**config.mk**
```make
export PLATFORM = sky130hd
export DESIGN_NAME = bfs_ctrl
export DESIGN_NICKNAME = d
export VERILOG_FILES = /design/src/sv/bfs_pkg.sv /design/src/sv/bfs_ctrl.sv
export SDC_FILE = /design/constraint.sdc
export NUM_CORES = 1
export LEC_CHECK = 0
export BUFFER_PORTS_ARGS = -buffer_cell sky130_fd_sc_hd__buf_2
export CAP_MARGIN = 20
export CORE_MARGIN = 3
export CORE_UTILIZATION = 45
export CTS_BUF_LIST = sky130_fd_sc_hd__clkbuf_4 sky130_fd_sc_hd__clkbuf_8
export DETAILED_ROUTE_END_ITERATION = 10
export GPL_TIMING_DRIVEN = 0
export PLACE_DENSITY = 0.7
export SKIP_LAST_GASP = 1
export SLEW_MARGIN = 15
export SYNTH_ARGS = -nofsm -noshare
export SYNTH_HDL_FRONTEND = slang
export SYNTH_SLANG_ARGS = --single-unit
```
**constraint.sdc**
```tcl
create_clock -name clk -period 4.7 [get_ports clk]
set_input_delay 0.94 -clock clk [delete_from_list [all_inputs] [get_ports clk]]
set_output_delay 0.94 -clock clk [all_outputs]
set_load 0.02 [all_outputs]
```
**src/sv/bfs_pkg.sv**
```systemverilog
// package: shared types, command codes and controller encodings for the bfs core
package bfs_pkg;

    localparam logic [2:0] CMD_CLEAR    = 3'd0;
    localparam logic [2:0] CMD_ADD_EDGE = 3'd1;
    localparam logic [2:0] CMD_ADD_SRC  = 3'd2;
    localparam logic [2:0] CMD_RUN      = 3'd3;
    localparam logic [2:0] CMD_QUERY    = 3'd4;

    localparam logic [1:0] ST_OK        = 2'd0;
    localparam logic [1:0] ST_EDGE_FULL = 2'd1;
    localparam logic [1:0] ST_SRC_FULL  = 2'd2;

    typedef struct packed {
        logic [2:0] command;
        logic [9:0] node_a;
        logic [9:0] node_b;
        logic       use_target;
    } in_t;

    typedef struct packed {
        logic [1:0]  status;
        logic        reached;
        logic [9:0]  distance;
        logic [31:0] path_count;
        logic [10:0] nodes_dequeued;
    } out_t;

    typedef enum logic [4:0] {
        S_RST_SWEEP,
        S_IDLE,
        S_DECODE,
        S_SWEEP,
        S_SEED_CHK,
        S_SEED_WAIT1,
        S_SEED_WAIT2,
        S_POP_CHK,
        S_POP_WAIT,
        S_U_WAIT,
        S_E_CHK,
        S_E_WAIT,
        S_V_WAIT,
        S_Q_WAIT,
        S_AE_1,
        S_AE_2,
        S_FINISH
    } ctl_state_t;

    typedef enum logic [4:0] {
        OP_NONE,
        OP_LOAD,
        OP_CLR_CNT,
        OP_SRC,
        OP_SWEEP,
        OP_SEED_RD,
        OP_SEED_INFO,
        OP_SEED_WR,
        OP_POP,
        OP_U_RD,
        OP_U_LATCH,
        OP_E_RD,
        OP_V_RD,
        OP_V_UPD,
        OP_QRD,
        OP_Q_RES,
        OP_AE1,
        OP_AE2,
        OP_EDGE_FULL,
        OP_EMIT
    } dp_op_t;

    typedef struct packed {
        logic [2:0] cmd;
        logic       a_ok;
        logic       ab_ok;
        logic       edge_full;
        logic       sweep_last;
        logic       seed_more;
        logic       queue_more;
        logic       hit_target;
        logic       edge_more;
        logic       out_free;
    } dp_stat_t;

endpackage

```
**src/sv/bfs_ctrl.sv**
```systemverilog
// controller: state machine that sequences the datapath operations
module bfs_ctrl (
    input  logic              clk,
    input  logic              rst_n,
    input  logic              in_valid,
    output logic              in_ready,
    input  bfs_pkg::dp_stat_t stat,
    output bfs_pkg::dp_op_t   op
);

    bfs_pkg::ctl_state_t state_reg;
    bfs_pkg::ctl_state_t state_next;

    always_ff @(posedge clk or negedge rst_n)
    begin
        if (!rst_n)
        begin
            state_reg <= bfs_pkg::S_RST_SWEEP;
        end
        else
        begin
            state_reg <= state_next;
        end
    end

    always_comb
    begin
        state_next = state_reg;
        op         = bfs_pkg::OP_NONE;
        in_ready   = 1'b0;
        case (state_reg)
            bfs_pkg::S_RST_SWEEP:
            begin
                op = bfs_pkg::OP_SWEEP;
                if (stat.sweep_last)
                begin
                    state_next = bfs_pkg::S_IDLE;
                end
            end
            bfs_pkg::S_IDLE:
            begin
                in_ready = 1'b1;
                if (in_valid)
                begin
                    op         = bfs_pkg::OP_LOAD;
                    state_next = bfs_pkg::S_DECODE;
                end
            end
            bfs_pkg::S_DECODE:
            begin
                case (stat.cmd)
                    bfs_pkg::CMD_CLEAR:
                    begin
                        op         = bfs_pkg::OP_CLR_CNT;
                        state_next = bfs_pkg::S_SWEEP;
                    end
                    bfs_pkg::CMD_ADD_EDGE:
                    begin
                        if (stat.edge_full)
                        begin
                            op         = bfs_pkg::OP_EDGE_FULL;
                            state_next = bfs_pkg::S_FINISH;
                        end
                        else if (stat.ab_ok)
                        begin
                            op         = bfs_pkg::OP_AE1;
                            state_next = bfs_pkg::S_AE_2;
                        end
                        else
                        begin
                            state_next = bfs_pkg::S_FINISH;
                        end
                    end
                    bfs_pkg::CMD_ADD_SRC:
                    begin
                        op         = bfs_pkg::OP_SRC;
                        state_next = bfs_pkg::S_FINISH;
                    end
                    bfs_pkg::CMD_RUN:
                    begin
                        state_next = bfs_pkg::S_SWEEP;
                    end
                    bfs_pkg::CMD_QUERY:
                    begin
                        if (stat.a_ok)
                        begin
                            op         = bfs_pkg::OP_QRD;
                            state_next = bfs_pkg::S_Q_WAIT;
                        end
                        else
                        begin
                            state_next = bfs_pkg::S_FINISH;
                        end
                    end
                    default:
                    begin
                        state_next = bfs_pkg::S_FINISH;
                    end
                endcase
            end
            bfs_pkg::S_SWEEP:
            begin
                op = bfs_pkg::OP_SWEEP;
                if (stat.sweep_last)
                begin
                    state_next = (stat.cmd == bfs_pkg::CMD_RUN) ? bfs_pkg::S_SEED_CHK
                                                                : bfs_pkg::S_FINISH;
                end
            end
            bfs_pkg::S_SEED_CHK:
            begin
                if (stat.seed_more)
                begin
                    op         = bfs_pkg::OP_SEED_RD;
                    state_next = bfs_pkg::S_SEED_WAIT1;
                end
                else
                begin
                    state_next = bfs_pkg::S_POP_CHK;
                end
            end
            bfs_pkg::S_SEED_WAIT1:
            begin
                op         = bfs_pkg::OP_SEED_INFO;
                state_next = bfs_pkg::S_SEED_WAIT2;
            end
            bfs_pkg::S_SEED_WAIT2:
            begin
                op         = bfs_pkg::OP_SEED_WR;
                state_next = bfs_pkg::S_SEED_CHK;
            end
            bfs_pkg::S_POP_CHK:
            begin
                if (stat.queue_more)
                begin
                    op         = bfs_pkg::OP_POP;
                    state_next = bfs_pkg::S_POP_WAIT;
                end
                else
                begin
                    state_next = bfs_pkg::S_FINISH;
                end
            end
            bfs_pkg::S_POP_WAIT:
            begin
                op         = bfs_pkg::OP_U_RD;
                state_next = stat.hit_target ? bfs_pkg::S_FINISH : bfs_pkg::S_U_WAIT;
            end
            bfs_pkg::S_U_WAIT:
            begin
                op         = bfs_pkg::OP_U_LATCH;
                state_next = bfs_pkg::S_E_CHK;
            end
            bfs_pkg::S_E_CHK:
            begin
                if (stat.edge_more)
                begin
                    op         = bfs_pkg::OP_E_RD;
                    state_next = bfs_pkg::S_E_WAIT;
                end
                else
                begin
                    state_next = bfs_pkg::S_POP_CHK;
                end
            end
            bfs_pkg::S_E_WAIT:
            begin
                op         = bfs_pkg::OP_V_RD;
                state_next = bfs_pkg::S_V_WAIT;
            end
            bfs_pkg::S_V_WAIT:
            begin
                op         = bfs_pkg::OP_V_UPD;
                state_next = bfs_pkg::S_E_CHK;
            end
            bfs_pkg::S_Q_WAIT:
            begin
                op         = bfs_pkg::OP_Q_RES;
                state_next = bfs_pkg::S_FINISH;
            end
            bfs_pkg::S_AE_1:
            begin
                op         = bfs_pkg::OP_AE1;
                state_next = bfs_pkg::S_AE_2;
            end
            bfs_pkg::S_AE_2:
            begin
                op         = bfs_pkg::OP_AE2;
                state_next = bfs_pkg::S_FINISH;
            end
            bfs_pkg::S_FINISH:
            begin
                if (stat.out_free)
                begin
                    op         = bfs_pkg::OP_EMIT;
                    state_next = bfs_pkg::S_IDLE;
                end
            end
            default:
            begin
                state_next = bfs_pkg::S_IDLE;
            end
        endcase
    end

endmodule

```
==> qor.csv <==
metric,value,unit
hp-class,in2async,
outcome,"complete, no violations",
nets,160,
post-route-min-period,3.04,ns
hpwlAfterDp,1860,um
netlist-cell-type-count,42,
p_int,0.241,mW
synth_edf_count,0,
cts_max_level,1,
hold_viol_final,0,
required,3.76,ns
ys_top_cells_by_area,"dfrtp_1 16%, a21oi_1 8.2%, o21ai_0 7.6%, nand2_1 5.2%, nor2b_1 4.7%",
fin_cells,160,
grt_use_total,23.4,%
post_cts_resized,0,
ant_nets,0,
io_pins,21,
critPathCaptureType,primary output,
synth_flop_cell,dfrtp_1,
maxCapViolations,0,
n_fill_cell,157,
multi_input_area,588,um^2
fmax,329,MHz
register_area,125,um^2
drt_iter0_drc,37,
final_layout_size_suffix_gt1_share,22.2,%
clkTransAtPathRegs,0.04,ns
finalSetupTns,0,ns
largest_reg_flops,5,
yosysTopAreaCellShare,15.7,%
reg2regPathDepth,6,
placed_area,915,um^2
synthCells,120,
via_per_inst,6.18,
vias,989,
grt_antenna_before_repair,0,
finalCritPeriodShare,64.6,%
crit_arrival,2.10,ns
synth-seq-cells,5,
rsz0062_at_grt,no,
area_growth,18.9,%
peakVddDrop,0.000379,V
rrSetupSlack,2.85,ns
switching_share,53.0,%
yosysSeqAreaShare,15.7,%
total_power,0.512,mW
grt_pass1_vias,875,
n_antenna_cell,0,
core,1580,um^2
die_height,48.0,um
die_w,48.0,um
cellLeakagePower,0.415,nW
max-slew-margin-rel,69.8,%
hold_buffers,0,
synth_area_leader_cell,dfrtp_1,
wirelength,2360,um
powerDensity,542,nW/um^2
finClkSkew,0.00577,ns
die-area,2310,um^2
fp-row-count,14,
critPathKind,reg2out,
tightest_slew,0.453,ns
power_switching,0.271,mW
yosysWarnings,0,
combPwrFrac,76.2,%
dp_cells,156,
clockBufferDepth,2,
cts_buffers,3,
clkLatencyLatePin,0.24,ns
slew_viol_final,0,
dr.pass1.iters,4,
wire_per_inst,14.8,um
crit_fanout,10,
grt_pass1_wl,3810,um
worstReg2RegEnd,state_reg[0],
grt_overflow,0,
cts_tree,yes,
ys_async_sr_fraction,100,%
seqPwrFrac,13.1,%
fin_area,945,um^2
io_buffers,20,
worstSetupStartpointType,register,
clkPwrFrac,10.7,%
start_util,50.4,%
synth_area_per_cell,6.62,um^2
clock_sinks,5,
gp_congestion,0.955,
root_buffer,clkbuf_4,
reg2reg_from,state_reg[4],
grt_max_degree,11,
syn_nets,135,
setup_viol,0,
syn-cell-area,795,um^2
cts_setup_buffers,0,
drc,0,
-- per-stage QoR --
stage,setup WS (ns),hold slack (ns),utilization (%)
after floorplan,1.93,0.644,-
after CTS,1.67,0.498,59.9
final,1.66,0.501,59.9
after global routing,1.59,0.488,59.9
after global placement,1.73,0.705,58.0
after detailed placement,1.72,0.715,58.0
-- cell type report --
class	instances	area share (%)
multi-input cells	98	62.3
well taps	16	2.12
clock buffers	4	3.18
inverters	7	2.78
plain buffers	10	5.83
repair buffers	20	10.6
flip-flops and latches	5	13.2
-- worst max path at each step --
stage | startpoint | end | slack, ns | depth (start not counted)
floorplan | stat[10] | op[4] | 1.93 | 2
global placement | stat[10] | op[2] | 1.73 | 5
detailed placement | stat[10] | op[2] | 1.72 | 5
CTS | state_reg[4] | op[2] | 1.67 | 6
global route | state_reg[4] | op[2] | 1.59 | 6
finish | state_reg[4] | op[2] | 1.66 | 6
-- power by group through the flow --
stage / clock, mW / combinational [mW] / sequential [mW]
after global routing: 0.0637 / 0.427 / 0.0687
final: 0.0546 / 0.390 / 0.0669
after global placement: 0 / 0.379 / 0.0664
after CTS: 0.0570 / 0.384 / 0.0667
after floorplan: 0 / 0.287 / 0.0650
after detailed placement: 0 / 0.382 / 0.0670
-- cell families after synthesis --
logic type | after synthesis | share of synthesized area (%)
flops | 5 | 15.7
buf+inv | 17 | 10.2
simple gates | 51 | 35.3
compound gates | 46 | 37.6
xor+xnor | 1 | 1.10
-- cells in the mapped netlist (2+ instances only) --
| master | number |
|---|---|
| nor2_1 | 6 |
| dfrtp_1 | 5 |
| nand3_1 | 6 |
| nor3_1 | 5 |
| inv_1 | 7 |
| buf_2 | 2 |
| nor4_1 | 2 |
| nand2b_1 | 5 |
| nor2b_1 | 6 |
| a21o_1 | 2 |
| o31ai_1 | 3 |
| or2_1 | 2 |
| o2111ai_1 | 2 |
| clkbuf_1 | 5 |
| nand2_1 | 11 |
| o21ai_0 | 12 |
| buf_6 | 2 |
| a21oi_1 | 13 |
-- cells in the final DEF (no fill, tap or decap), drive strengths merged, types with 2 or more instances in the layout --
cell     instances
clkbuf           9
nor2b            6
inv              7
dfrtp            5
buf             25
nor2             6
nor4             2
nor3             5
o31ai            3
o21ai           12
o2111ai          2
a21o             2
nand2           11
nand3            6
nand2b           5
or2              2
or3              2
a21oi           13
-- worst max-delay path, stage by stage (launching register included) --
cell and delay (ns):
dfrtp_1 0.37, buf_2 0.18, or3b_4 0.40, or3_4 0.36, or2_1 0.29, o21ai_0 0.09, buf_2 0.18
-- metal layers --
layer / track usage (%) / share of wire [%] / vias up
li1: - / - / 490
met1: 31.4 / 45 / 436
met2: 37.2 / 45 / 59
met3: 5.64 / 8.7 / 4
met4: 5.91 / 1.3 / 0
met5: 0 / 0 / -
No activity file was read; power rests on OpenSTA's default activity.
